## config.mk

```make
export PLATFORM = sky130hd
export DESIGN_NAME = pal_frame_timing_dma_sequencer
export DESIGN_NICKNAME = d
export VERILOG_FILES = /design/src/design/pftd_pkg.sv /design/src/design/pftd_cfg.sv /design/src/design/pftd_core.sv /design/src/design/pal_frame_timing_dma_sequencer.sv
export SDC_FILE = /design/constraint.sdc
export NUM_CORES = 1
export LEC_CHECK = 0
export BUFFER_PORTS_ARGS = -buffer_cell sky130_fd_sc_hd__buf_4
export CAP_MARGIN = 30
export CORE_UTILIZATION = 61
export CTS_CLUSTER_SIZE = 20
export DETAILED_ROUTE_END_ITERATION = 7
export GPL_ROUTABILITY_DRIVEN = 1
export PLACE_DENSITY = 0.89
export SETUP_SLACK_MARGIN = 0.4
export SLEW_MARGIN = 20
export SYNTH_ARGS = -nofsm -noshare
export SYNTH_HDL_FRONTEND = slang
export SYNTH_HIERARCHICAL = 1
export SYNTH_SLANG_ARGS = --single-unit
export TNS_END_PERCENT = 100
```

## constraint.sdc

```tcl
create_clock -name clk -period 6.55 [get_ports clk]
set_input_delay 0.655 -clock clk [delete_from_list [all_inputs] [get_ports clk]]
set_output_delay 0.655 -clock clk [all_outputs]
set_load 0.02 [all_outputs]
```

## src/design/pftd_pkg.sv

```systemverilog
// Shared types, register indexes and reset values for the PAL frame timing sequencer.
package pftd_pkg;

	// register indexes on the configuration port
	localparam logic [2:0] REG_PORCH  = 3'd0;
	localparam logic [2:0] REG_VSYNC  = 3'd1;
	localparam logic [2:0] REG_TOP    = 3'd2;
	localparam logic [2:0] REG_BOTTOM = 3'd3;
	localparam logic [2:0] REG_ACTIVE = 3'd4;
	localparam logic [2:0] REG_WORDS  = 3'd5;
	localparam logic [2:0] REG_HSYNC  = 3'd6;

	localparam int CfgIndexW = 3;
	localparam int CfgDataW  = 10;
	localparam int InDataW   = 8;
	localparam int OutDataW  = 40;

	// reset values of the timing registers
	localparam logic [7:0] PORCH_RST  = 8'd12;
	localparam logic [7:0] VSYNC_RST  = 8'd15;
	localparam logic [7:0] TOP_RST    = 8'd24;
	localparam logic [7:0] BOTTOM_RST = 8'd24;
	localparam logic [8:0] ACTIVE_RST = 9'd240;
	localparam logic [9:0] WORDS_RST  = 10'd24;
	localparam logic [7:0] HSYNC_RST  = 8'd4;

	typedef enum logic [2:0] {
		PH_FRONT  = 3'd0,
		PH_VSYNC  = 3'd1,
		PH_BACK   = 3'd2,
		PH_TOP    = 3'd3,
		PH_VIDEO  = 3'd4,
		PH_BOTTOM = 3'd5
	} phase_t;

	typedef struct packed {
		logic [7:0] porch_lines;
		logic [7:0] vsync_lines;
		logic [7:0] top_border_lines;
		logic [7:0] bottom_border_lines;
		logic [8:0] active_lines;
		logic [9:0] words_per_line;
		logic [7:0] hsync_words;
	} cfg_t;

	typedef struct packed {
		logic        next_is_sync;
		logic        frame_toggle;
		logic [9:0]  next_length;
		logic [18:0] row_word_offset;
		logic        from_video;
		logic        sync_level;
	} result_t;

endpackage

```

## src/design/pftd_cfg.sv

```systemverilog
// Timing configuration registers written through the plain write port.
module pftd_cfg (
	input  logic                          clk,
	input  logic                          arst_n,
	input  logic                          cfg_we,
	input  logic [pftd_pkg::CfgIndexW-1:0] cfg_index,
	input  logic [pftd_pkg::CfgDataW-1:0]  cfg_wdata,
	output pftd_pkg::cfg_t                cfg
);

	pftd_pkg::cfg_t cfg_q;

	// write the addressed register, ignore unused indexes
	always_ff @(posedge clk or negedge arst_n) begin
		if (!arst_n) begin
			cfg_q.porch_lines         <= pftd_pkg::PORCH_RST;
			cfg_q.vsync_lines         <= pftd_pkg::VSYNC_RST;
			cfg_q.top_border_lines    <= pftd_pkg::TOP_RST;
			cfg_q.bottom_border_lines <= pftd_pkg::BOTTOM_RST;
			cfg_q.active_lines        <= pftd_pkg::ACTIVE_RST;
			cfg_q.words_per_line      <= pftd_pkg::WORDS_RST;
			cfg_q.hsync_words         <= pftd_pkg::HSYNC_RST;
		end else if (cfg_we) begin
			unique case (cfg_index)
				pftd_pkg::REG_PORCH:  cfg_q.porch_lines         <= cfg_wdata[7:0];
				pftd_pkg::REG_VSYNC:  cfg_q.vsync_lines         <= cfg_wdata[7:0];
				pftd_pkg::REG_TOP:    cfg_q.top_border_lines    <= cfg_wdata[7:0];
				pftd_pkg::REG_BOTTOM: cfg_q.bottom_border_lines <= cfg_wdata[7:0];
				pftd_pkg::REG_ACTIVE: cfg_q.active_lines        <= cfg_wdata[8:0];
				pftd_pkg::REG_WORDS:  cfg_q.words_per_line      <= cfg_wdata[9:0];
				pftd_pkg::REG_HSYNC:  cfg_q.hsync_words         <= cfg_wdata[7:0];
				default: ;
			endcase
		end
	end

	assign cfg = cfg_q;

endmodule

```

## src/design/pftd_core.sv

```systemverilog
// Segment and vertical phase state with the next-result logic for one event.
module pftd_core (
	input  logic              clk,
	input  logic              arst_n,
	input  pftd_pkg::cfg_t    cfg,
	input  logic              step,
	output pftd_pkg::result_t res
);

	pftd_pkg::phase_t phase_q, phase_d;
	logic [8:0]       line_q, line_d;
	logic             in_sync_q, in_sync_d;

	logic [8:0]  line_inc;
	logic [8:0]  limit;
	logic        over;
	logic [8:0]  row;
	logic [18:0] product;

	assign line_inc = line_q + 9'd1;
	assign row      = line_inc - 9'd1;
	assign product  = 19'(row * cfg.words_per_line);

	// pick the line limit of the current phase
	always_comb begin
		unique case (phase_q)
			pftd_pkg::PH_VSYNC:  limit = {1'b0, cfg.vsync_lines};
			pftd_pkg::PH_BACK:   limit = {1'b0, cfg.porch_lines};
			pftd_pkg::PH_TOP:    limit = {1'b0, cfg.top_border_lines};
			pftd_pkg::PH_VIDEO:  limit = cfg.active_lines;
			pftd_pkg::PH_BOTTOM: limit = {1'b0, cfg.bottom_border_lines};
			default:             limit = {1'b0, cfg.porch_lines};
		endcase
	end

	assign over = (line_inc >= limit);

	// next state and result fields for one event
	always_comb begin
		phase_d   = phase_q;
		line_d    = line_q;
		in_sync_d = in_sync_q;
		res       = '0;
		if (!in_sync_q) begin
			// line segment ended: set up the sync segment
			res.next_length  = {2'b00, cfg.hsync_words};
			res.next_is_sync = 1'b1;
			in_sync_d        = 1'b1;
		end else begin
			line_d    = over ? 9'd0 : line_inc;
			in_sync_d = 1'b0;
			res.next_length = (cfg.words_per_line == 10'd0) ? 10'd0
			                  : cfg.words_per_line - 10'd1;
			unique case (phase_q)
				pftd_pkg::PH_VSYNC: begin
					res.sync_level = over;
					if (over) phase_d = pftd_pkg::PH_BACK;
				end
				pftd_pkg::PH_BACK: begin
					res.sync_level = 1'b1;
					if (over) phase_d = pftd_pkg::PH_TOP;
				end
				pftd_pkg::PH_TOP: begin
					res.sync_level = 1'b1;
					if (over) phase_d = pftd_pkg::PH_VIDEO;
				end
				pftd_pkg::PH_VIDEO: begin
					res.sync_level      = 1'b1;
					res.from_video      = 1'b1;
					res.row_word_offset = product;
					if (over) phase_d = pftd_pkg::PH_BOTTOM;
				end
				pftd_pkg::PH_BOTTOM: begin
					res.sync_level = 1'b1;
					if (over) phase_d = pftd_pkg::PH_FRONT;
				end
				default: begin
					// front porch and unused codes
					res.frame_toggle = over;
					res.sync_level   = !over;
					if (over) phase_d = pftd_pkg::PH_VSYNC;
				end
			endcase
		end
	end

	// advance state once per event
	always_ff @(posedge clk or negedge arst_n) begin
		if (!arst_n) begin
			phase_q   <= pftd_pkg::PH_FRONT;
			line_q    <= 9'd0;
			in_sync_q <= 1'b0;
		end else if (step) begin
			phase_q   <= phase_d;
			line_q    <= line_d;
			in_sync_q <= in_sync_d;
		end
	end

endmodule

```

## src/design/pal_frame_timing_dma_sequencer.sv

```systemverilog
// Top level of the PAL frame timing sequencer: input register, core and result register.
//
// channel  direction  payload (low bit first)
// s_*      in         tdata[0] segment_done, tdata[7:1] zero
// m_*      out        tdata: sync_level, from_video, row_word_offset[18:0],
//                     next_length[9:0], frame_toggle, next_is_sync, zero fill to 40 bits
// cfg_*    in         write enable, register index, write data
//
// One beat per cycle sustained while the result side is not stalled; a beat is held in
// the input register and its result is then loaded into the result register. A beat
// with segment_done low is consumed with no result. Reset clears the phase state and
// both valid flags and loads the timing registers with their defaults. A stalled
// result holds the input register, which in turn drops s_tready.
module pal_frame_timing_dma_sequencer (
	input  logic                           clk,
	input  logic                           arst_n,
	input  logic                           s_tvalid,
	output logic                           s_tready,
	input  logic [pftd_pkg::InDataW-1:0]   s_tdata,  // [0] segment_done
	output logic                           m_tvalid,
	input  logic                           m_tready,
	output logic [pftd_pkg::OutDataW-1:0]  m_tdata,  // sync_level, from_video, row_word_offset,
	                                                 // next_length, frame_toggle, next_is_sync
	input  logic                           cfg_we,
	input  logic [pftd_pkg::CfgIndexW-1:0] cfg_index,
	input  logic [pftd_pkg::CfgDataW-1:0]  cfg_wdata
);

	pftd_pkg::cfg_t    cfg;
	pftd_pkg::result_t res;
	pftd_pkg::result_t out_q;

	logic valid_s1, done_s1;
	logic out_valid_q;
	logic out_free, adv_s1, step;

	pftd_cfg u_cfg (
		.clk       (clk),
		.arst_n    (arst_n),
		.cfg_we    (cfg_we),
		.cfg_index (cfg_index),
		.cfg_wdata (cfg_wdata),
		.cfg       (cfg)
	);

	pftd_core u_core (
		.clk    (clk),
		.arst_n (arst_n),
		.cfg    (cfg),
		.step   (step),
		.res    (res)
	);

	// result register can take a beat when empty or being drained
	assign out_free = !out_valid_q || m_tready;
	assign step     = valid_s1 && done_s1 && out_free;
	assign adv_s1   = valid_s1 && (!done_s1 || out_free);
	assign s_tready = !valid_s1 || adv_s1;

	// hold the input beat
	always_ff @(posedge clk or negedge arst_n) begin
		if (!arst_n) begin
			valid_s1 <= 1'b0;
		end else if (s_tready) begin
			valid_s1 <= s_tvalid;
		end
	end

	always_ff @(posedge clk) begin
		if (s_tready && s_tvalid) begin
			done_s1 <= s_tdata[0];
		end
	end

	// load the result, drop it when taken
	always_ff @(posedge clk or negedge arst_n) begin
		if (!arst_n) begin
			out_valid_q <= 1'b0;
		end else if (out_free) begin
			out_valid_q <= step;
		end
	end

	always_ff @(posedge clk) begin
		if (step) begin
			out_q <= res;
		end
	end

	assign m_tvalid = out_valid_q;
	assign m_tdata  = {7'b0000000, out_q};

endmodule

```

==> run summary, run 1 <==
The clock slew at the register clock pins of the worst setup and hold paths came out at 70 ps. The effective utilization at floorplan came out at 62.6%. At the end of routability-driven placement, the weighted congestion stood at 0.880. A synthesized cell averages 10.4 µm².

The placement row count came out at 42. The required time of the critical path is 6650 ps. The final worst slack is 696 ps. The number of optimization iterations in the first detailed-route pass came out at 5. The clock latency on the worst-skew pair came out at 360 ps. The number of nets in the layout is 965.

The number of maximum-capacitance violations is 0. The final HPWL from detailed placement is 12100 µm. The endpoint class of the critical path is a flip-flop. TritonCTS built the clock tree.

The multi-input gate area in the final layout is 4920 µm². The routed wire length came out at 16600 µm. The sequential share of the synthesized area is 34.8%. The routed via count is 5843. The synthesized design contains 34 enable-type register cells.

The cell area after synthesis came out at 8320 µm². The number of H-tree branching levels is 3. The number of DRC violations after detailed routing came out at 0. The primary flip-flop cell chosen by synthesis mapping is dfrtp_1. The detailed-route wire length per cell came out at 16.4 µm. IR analysis of the VDD net gives a maximum drop of 318 µV.

The count of unique library cells instantiated by Yosys is 69. The via count normalized by instance count is 5.77. The maximum clock insertion buffer count is 2. The floorplan step set the die width to 119 µm. Summed over all failing endpoints, the final setup total negative slack is 0 ps. Fill cells in the final layout number 989. The worst pin sits at a relative slew slack of 50.7%. The die outline area is 14100 µm². The count of port buffers added during placement came out at 53. The number of ports placed on the die boundary came out at 68. The via count of the first global-routing pass is 5837.

Entering global routing, the biggest net connects 75 pins. The number of standard cells in the final layout excluding fillers is 1013. The region available for standard cell placement spans 13300 µm². CTS placed an instance of clkbuf_16 at the clock tree root. The number of antenna diodes in the final layout is 0. The reported leakage power came out at 0.00418 µW.

The count of nets left with antenna violations after detail routing came out at 0. The setup-violating endpoint count in the final report is 0. The Yosys step of the flow raised 6 warnings. The DRC violation total after the first TritonRoute iteration came out at 439. The transition at the pin with the smallest max-transition slack came out at 739 ps. The setup path with the least slack is of type reg -> reg. For the finished layout, the period the worst path requires is 5850 ps. The path category of the worst min-delay check is in -> async. The synthesized netlist cell count came out at 800.

The total count of max-transition violations in the final report is 0. The wire length of the first global-routing pass came out at 27600 µm. The number of endpoints with negative hold slack in the final report came out at 0. Dividing total power by cell area gives a power density of 484 nW/µm². The share of synthesized flip-flops with an asynchronous set or reset came out at 68.5%. The die height is 119 µm. The clock skew after layout came out at 6.13 ps. The total clock buffers created by CTS came out at 9. The cell area after placement came out at 8760 µm². The critical-path maximum fanout is 17.

The signed area change from the synthesized netlist to the final layout came out at 10.5%. The run finished with clean final reports. The setup slack at placement is 394 ps. Derived from the worst setup path, the maximum achievable clock frequency is 171 MHz. Setup repair after global routing left no endpoint under its margin. The final design instance area without fill came out at 9190 µm². The number of sinks handled by clock tree synthesis came out at 108. The share of final-layout standard cells stronger than drive strength 1 came out at 22.5%. After global routing the overflow that remains totals 0. After synthesis the netlist holds a flip-flop and latch count of 108. The data arrival time of the critical path is 5950 ps. STA classifies the critical path startpoint as a flip-flop.

The placed instance count is 995. The fraction of the cycle the final worst path needs is 89.4%. The number of buffers inserted for hold repair after clock tree synthesis came out at 0.

The initial antenna violation count is 0. The all-layer global routing usage came out at 24.9%. The sequential cells in the finished layout cover a total of 2900 µm².
==> critical path, stage by stage, from the launching register on <==
cell and delay [ps]:
dfrtp_1 410, buf_4 220, nand2_1 180, nand2_1 70, a21oi_1 300, nand2_1 200, xnor2_4 350, nand2_1 120
fa_1 480, fa_1 550, inv_1 50, fa_1 520, inv_1 50, fa_1 520, inv_1 40, ha_1 340
a21oi_1 200, o21ai_1 140, o211ai_1 380, o221ai_1 220, xnor2_1 170, nor2_1 60
==> metal layers <==
layer	up-vias	routed length [µm]	global-route usage, %
met2	194	8370	42.3
met5	-	0	0
met3	45	725	3.14
li1	2725	-	-
met1	2879	7000	31.5
met4	0	525	12.3
==> timing repair <==
item / CTS / global route
setup buffers: 0 / 1
gates resized for setup: 2 / 12
cloned: 0 / 0
pin swaps: 0 / 4
setup endpoints to repair: 2 / 10
==> path summary, 6_finish.rpt <==
check,start,end,slack (ps),cells after the start
hold reg to reg,u_cfg/cfg[32],u_cfg/cfg[32],510,1
setup reg to reg,u_core/line_q[0],m_tdata[18],700,21
setup / recovery,u_core/line_q[0],m_tdata[18],700,21
min in group clk,s_tdata[0],done_s1,470,1
hold / removal,arst_n,u_cfg/cfg[35],130,1
max in group asynchronous,arst_n,u_cfg/cfg[24],5810,2
==> metrics by stage <==
| stage | power, µW | utilization, % | hold WS [ps] |
|---|---|---|---|
| finish | 4450 | 69.2 | 133 |
| global route | 4910 | 69.2 | 144 |
| CTS | 4420 | 68.4 | 455 |
| detailed placement | 3790 | 65.9 | 491 |
| global placement | 3660 | 65.9 | 483 |
| floorplan | 3210 | - | 359 |
==> Yosys cell counts (all sizes together), types with 3 or more instances <==
cell     count  area, µm²
mux2        64        721
a21oi       31        159
dfrtp       57       1430
nor2        41        164
and3         4       25.0
a22o         4       35.0
nand2b       6       37.5
nand3        7       47.6
nor2b       10       62.6
a211oi       3       22.5
buf         23        156
xnor2       22        230
o2bb2ai      7       61.3
o31ai        3       27.5
a22oi        3       22.5
o211ai       3       22.5
edfxtp      34       1020
dfstp       17        447
and2        52        330
nor3         9       50.1
o22ai        4       25.0
inv        102        383
or3          3       18.8
clkbuf      20       75.1
o221ai       4       35.0
nand4        3       25.0
ha          50        626
mux2i        3       30.0
nor4         3       18.8
nand2       80        300
xor2        10       95.1
a21o         4       30.0
and4bb       3       37.5
o21ai       26        134
nand4b       4       62.6
a221oi       3       26.3
fa          57       1140
==> cell type report <==
class,instances,share of cell area [%]
Multi-Input combinational cell,552,53.5
Sequential cell,108,31.5
Timing Repair Buffer,58,4.95
Inverter,103,4.21
Clock buffer,11,2.76
Tap cell,176,2.40
Clock inverter,5,0.694
==> state kept, by name, indices dropped and copies added, names as in the netlist <==
name              flops
done_s1               1
m_tdata              33
m_tvalid              1
u_cfg/cfg            59
u_core/in_sync_q      1
u_core/line_q         9
u_core/phase_q        3
valid_s1              1
==> where the power goes <==
| part | total, µW | switching [µW] | internal [µW] |
|---|---|---|---|
| clock network | 591 | 266 | 325 |
| registers | 1080 | 175 | 910 |
| logic | 2780 | 1610 | 1160 |
==> cell usage in the layout, fill, tap and decap left out, types with 8 or more instances in the layout <==
cell type and n:
buf_4 57, nor3_1 8, inv_1 101, nand2_1 80, nor2b_1 10, ha_1 48, fa_1 57, nor2_1 39
dfrtp_1 55, edfxtp_1 34, xnor2_1 17, mux2_2 64, a21oi_1 29, o21ai_0 23, dfstp_2 17, clkbuf_16 10
and2_1 50, xor2_1 9
==> cells by family after synthesis <==
group                      Yosys count  share of synthesized area, %
AOI/OAI and AO/OA                  109                          8.72
and+or+nand+nor                    230                          14.9
xor gates and xnor gates            32                          3.91
other                                1                        0.0451
adders and majority gates          107                          21.2
buffers and inverters              146                          7.43
muxes                               67                          9.02
DFF                                108                          34.8
No activity file was read; power rests on OpenSTA's default activity.
==> run 2, diff against run 1 <==
--- a/config.mk
+++ b/config.mk
@@ -13,9 +13,9 @@
 export GPL_ROUTABILITY_DRIVEN = 1
 export PLACE_DENSITY = 0.89
 export SETUP_SLACK_MARGIN = 0.4
+export SKIP_LAST_GASP = 1
 export SLEW_MARGIN = 20
 export SYNTH_ARGS = -nofsm -noshare
 export SYNTH_HDL_FRONTEND = slang
-export SYNTH_HIERARCHICAL = 1
 export SYNTH_SLANG_ARGS = --single-unit
-export TNS_END_PERCENT = 100
+export TNS_END_PERCENT = 10
==> run 2 against run 1 <==
Total power rose by 4.1%. Clock skew up 3.5 ps. Worst hold slack better by 19 ps. Count of clock-buffer cells in the layout decreased by 1. Setup slack lost 27 ps. Critical path depth decreased by 3. Clock power fell by 10%. Sequential cell count unchanged. Non-clock buffer count increased by 4. Combinational power up 10%. Critical path type unchanged. Largest power group unchanged.
==> run summary, run 2 <==
The most common cell after layout, fill and taps aside is inv_1. The sequential cell fraction of total power is 22.6% (-1.8 points). The clock slew at the register clock pins of the worst setup and hold paths is 80 ps (about the same).

The run finished with clean final reports. The number of nets in the layout is 979 (+1.5%). The number of maximum-capacitance violations is 0 (unchanged). The per-instance average area after synthesis is 10.3 µm² (-0.88%). The endpoint identified for the worst register-to-register timing path is m_tdata[18]. The die outline area came out at 14100 µm² (-0.13%).

The count of port buffers added during placement is 53 (unchanged). The endpoint class of the critical path is a flip-flop. The aggregate negative setup slack was 0 ps (unchanged). The path category of the worst min-delay check is in -> async.

The maximum clock insertion buffer count was 2 (unchanged). The number of synthesized register bits is 108 (unchanged). The number of enable flip-flop cells after synthesis came to 34 (unchanged). After synthesis, the most frequently instantiated cells are inv_1, nand2_1, mux2_2.

The count of unique library cells instantiated by Yosys came out at 66 (-4.3%). The switching power total came out at 2270 µW (+11%). The via count normalized by instance count came out at 5.99 (+3.8%). The clock latency on the worst-skew pair came out at 370 ps (about the same).

The cell area after placement came to 8830 µm² (+0.81%). The all-layer global routing usage came to 27.8% (+2.9 points). The internal power component is 2360 µW (-1.5%). The worst setup path is launched from a flip-flop.

The flip-flop count of the largest register after layout was 59 (unchanged). The effective utilization at floorplan came out at 62.7% (+0.16 points). The sequential share of the synthesized area came out at 34.8% (+0.047 points). The total of fill cells in the finished design was 916 (-7.4%). The total clock buffers created by CTS is 9 (unchanged). Sorting the synthesized cells by area gives the leading types as dfrtp_1, fa_1, edfxtp_1.

The setup-violating endpoint count in the final report was 0 (unchanged). The final RePlAce weighted congestion was 0.847 (-3.7%). The multi-input gate area in the final layout came out at 4960 µm² (+0.94%).

The overall power consumption is 4630 µW (+4.1%). The highest clock rate came to 170 MHz (-0.46%). Leaving out fill and tap cells, the most frequent cells in the layout are inv_1, nand2_1, mux2_2, buf_4, fa_1. The die height came out at 119 µm (about the same). The total count of max-transition violations in the final report came out at 0 (unchanged). The share of final-layout standard cells stronger than drive strength 1 came to 21.6% (-0.84 points). The beginning of the worst register-to-register path is u_core.line_q[1]. The headroom to the max-slew limit was 46.2% (-4.6 points).

The final design instance area without fill came out at 9210 µm² (+0.20%). TritonCTS built the clock tree. The final HPWL from detailed placement came out at 13100 µm (+8.7%). The routed wire length came out at 18500 µm (+11%).

The largest net degree at the start of global routing was 75 (unchanged). The via count of the first global-routing pass came out at 6298 (+7.9%). The yosys synthesis warning count is 0 (-6).

The part of the power in combinational logic is 66.0% (+3.6 points). The portion of total power attributed to the clock network was 11.5% (-1.8 points). Setup repair after global routing could not meet its margin everywhere. The signed area change from the synthesized netlist to the final layout is 10.9%. The placement row count is 42 (unchanged).

The number of optimization iterations in the first detailed-route pass is 6 (+1). The number of endpoints with negative hold slack in the final report is 0 (unchanged). The DRC violation total after the first TritonRoute iteration came out at 370 (-16%). The required time of the critical path was 6770 ps (+120 ps). The share of total power consumed by net switching came out at 49.0% (+2.9 points).

The number of DRC violations after detailed routing was 0 (unchanged). The buffer cell driving the clock tree root is clkbuf_16. The initial antenna violation count is 0 (unchanged).

The number of cell instances on the worst register-to-register path came out at 18 (-14%). The number of buffers inserted for hold repair after clock tree synthesis came out at 0 (unchanged). The shortest clock period the worst path allows after layout is 5880 ps (+27.3 ps). The count of nets left with antenna violations after detail routing is 0 (unchanged). The worst supply voltage drop on vdd came to 330 µV (+3.7%).

The fraction of the cycle the final worst path needs came out at 89.8% (+0.42 points). The synthesized design spends more area on one cell type than any other, namely dfrtp_1. The number of H-tree branching levels is 3 (unchanged). The sum of overflow across all layers after global routing was 0 (unchanged). The transition at the pin with the smallest max-transition slack came to 801 ps (+62.2 ps). The number of sinks handled by clock tree synthesis was 108 (unchanged).

The critical-path maximum fanout is 10 (-7). The share of synthesized flip-flops with an asynchronous set or reset is 68.5% (unchanged). The number of antenna cells inserted came out at 0 (unchanged). The synthesized netlist cell count is 806 (+0.75%). The clock skew after layout came out at 9.61 ps (+3.47 ps). The total core area came out at 13200 µm² (-0.40%). The chip width is 119 µm (about the same). The reported leakage power is 0.00413 µW (-1.1%).

The wire length of the first global-routing pass came out at 30600 µm (+11%). The slack of the worst reg-to-reg path is 670 ps (-30 ps). The number of ports placed on the die boundary is 68 (unchanged).

Among all cell types in the netlist, the one instantiated most often is inv_1. The placed instance count came to 1008 (+1.3%). The number of standard cells in the final layout excluding fillers came out at 1027 (+1.4%). The data arrival time of the critical path is 6100 ps (+150 ps). The flip-flop and latch area is 2900 µm² (unchanged). The cell area power density came out at 503 nW/µm² (+3.9%). The primary flip-flop cell chosen by synthesis mapping is dfrtp_1.

The portion of synthesized cell area occupied by the leading cell type was 17.2% (+0.023 points). The critical path in this run is classified as reg -> reg. The detailed-route wire length per cell came to 18.0 µm (+9.5%). The routed via count came to 6148 (+5.2%). The final core area utilization was 69.6% (+0.42 points). The cell area after synthesis came to 8310 µm² (-0.14%).
run 2: cell types whose count changed after synthesis, moves of 7 or more:
cell / previous run / this run
o21ai_1: 0 / 7
nor3_1: 8 / 16
inv_1: 101 / 91
nand2_1: 80 / 73
or2_2: 0 / 7
o21a_1: 2 / 11
nor2_1: 39 / 27
a211oi_1: 3 / 10
run 2: worst max path at each step:
| stage | from | to | slack, ps |
|---|---|---|---|
| floorplan | u_core.line_q[0] | m_tdata[18] | 1060 |
| global placement | u_core.line_q[1] | m_tdata[20] | 520 |
| detailed placement | u_core.line_q[0] | m_tdata[17] | 430 |
| CTS | u_core.line_q[1] | m_tdata[17] | 400 |
| global route | u_core.line_q[0] | m_tdata[18] | 370 |
| finish | u_core.line_q[1] | m_tdata[18] | 670 |
run 2: what timing repair did:
action                                  4_1_cts  5_1_grt
setup buffers                                 0        2
endpoints found under the setup margin        3        7
pin swaps                                     0        1
gates resized for setup                       1        9
run 2: kinds of logic after synthesis:
group | Yosys count | share of synthesized area, %
adder cells (fa/ha/maj) | 107 | 21.3
buffers and inverters | 132 | 6.37
other | 1 | 0.0451
AND/OR/NAND/NOR | 237 | 15.1
multiplexers | 73 | 9.77
flip-flops | 108 | 34.8
AO/OA/AOI/OAI | 128 | 10.4
XOR/XNOR | 20 | 2.20
run 2: power groups by stage:
stage          Combinational, µW  Sequential, µW  Clock [µW]
2_1_floorplan               2320             956           0
3_3_place_gp                2720            1040           0
3_5_place_dp                2900            1050           0
4_1_cts                     3000            1040         539
5_1_grt                     3440            1060         563
6_report                    3060            1050         532
run 2: per-stage QoR:
stage | setup slack [ps] | hold slack [ps]
2_1_floorplan | 1060 | 359
3_3_place_gp | 522 | 481
3_5_place_dp | 433 | 495
4_1_cts | 403 | 446
5_1_grt | 367 | 163
6_report | 669 | 152
run 2: cell type report:
| cell class | count | share of cell area (%) |
|---|---|---|
| clock inverter | 6 | 0.611 |
| clock buffer | 10 | 2.49 |
| sequential | 108 | 31.4 |
| timing repair buffer | 62 | 5.41 |
| tap | 176 | 2.39 |
| multi-input combinational | 572 | 53.9 |
| inverter | 93 | 3.79 |
run 2: metal layers:
layer	part of all wire [%]	track usage, %	up-vias	wire length [µm]
li1	-	-	2825	-
met1	40	35.1	3030	7460
met2	51	46.8	243	9390
met3	5.8	5.26	50	1060
met4	2.9	11.9	0	541
met5	0	0	-	0
run 2: critical path: stages, from the launching register on:
cell,delay [ps]
dfrtp_2,480
ha_1,210
nand4_1,220
or3_1,400
and2_1,250
xor2_4,310
and2_1,190
fa_1,440
fa_1,520
fa_1,570
inv_1,80
fa_1,530
inv_1,40
ha_1,330
or2_2,320
a21o_1,190
o311a_1,150
o31ai_1,290
mux2i_1,230
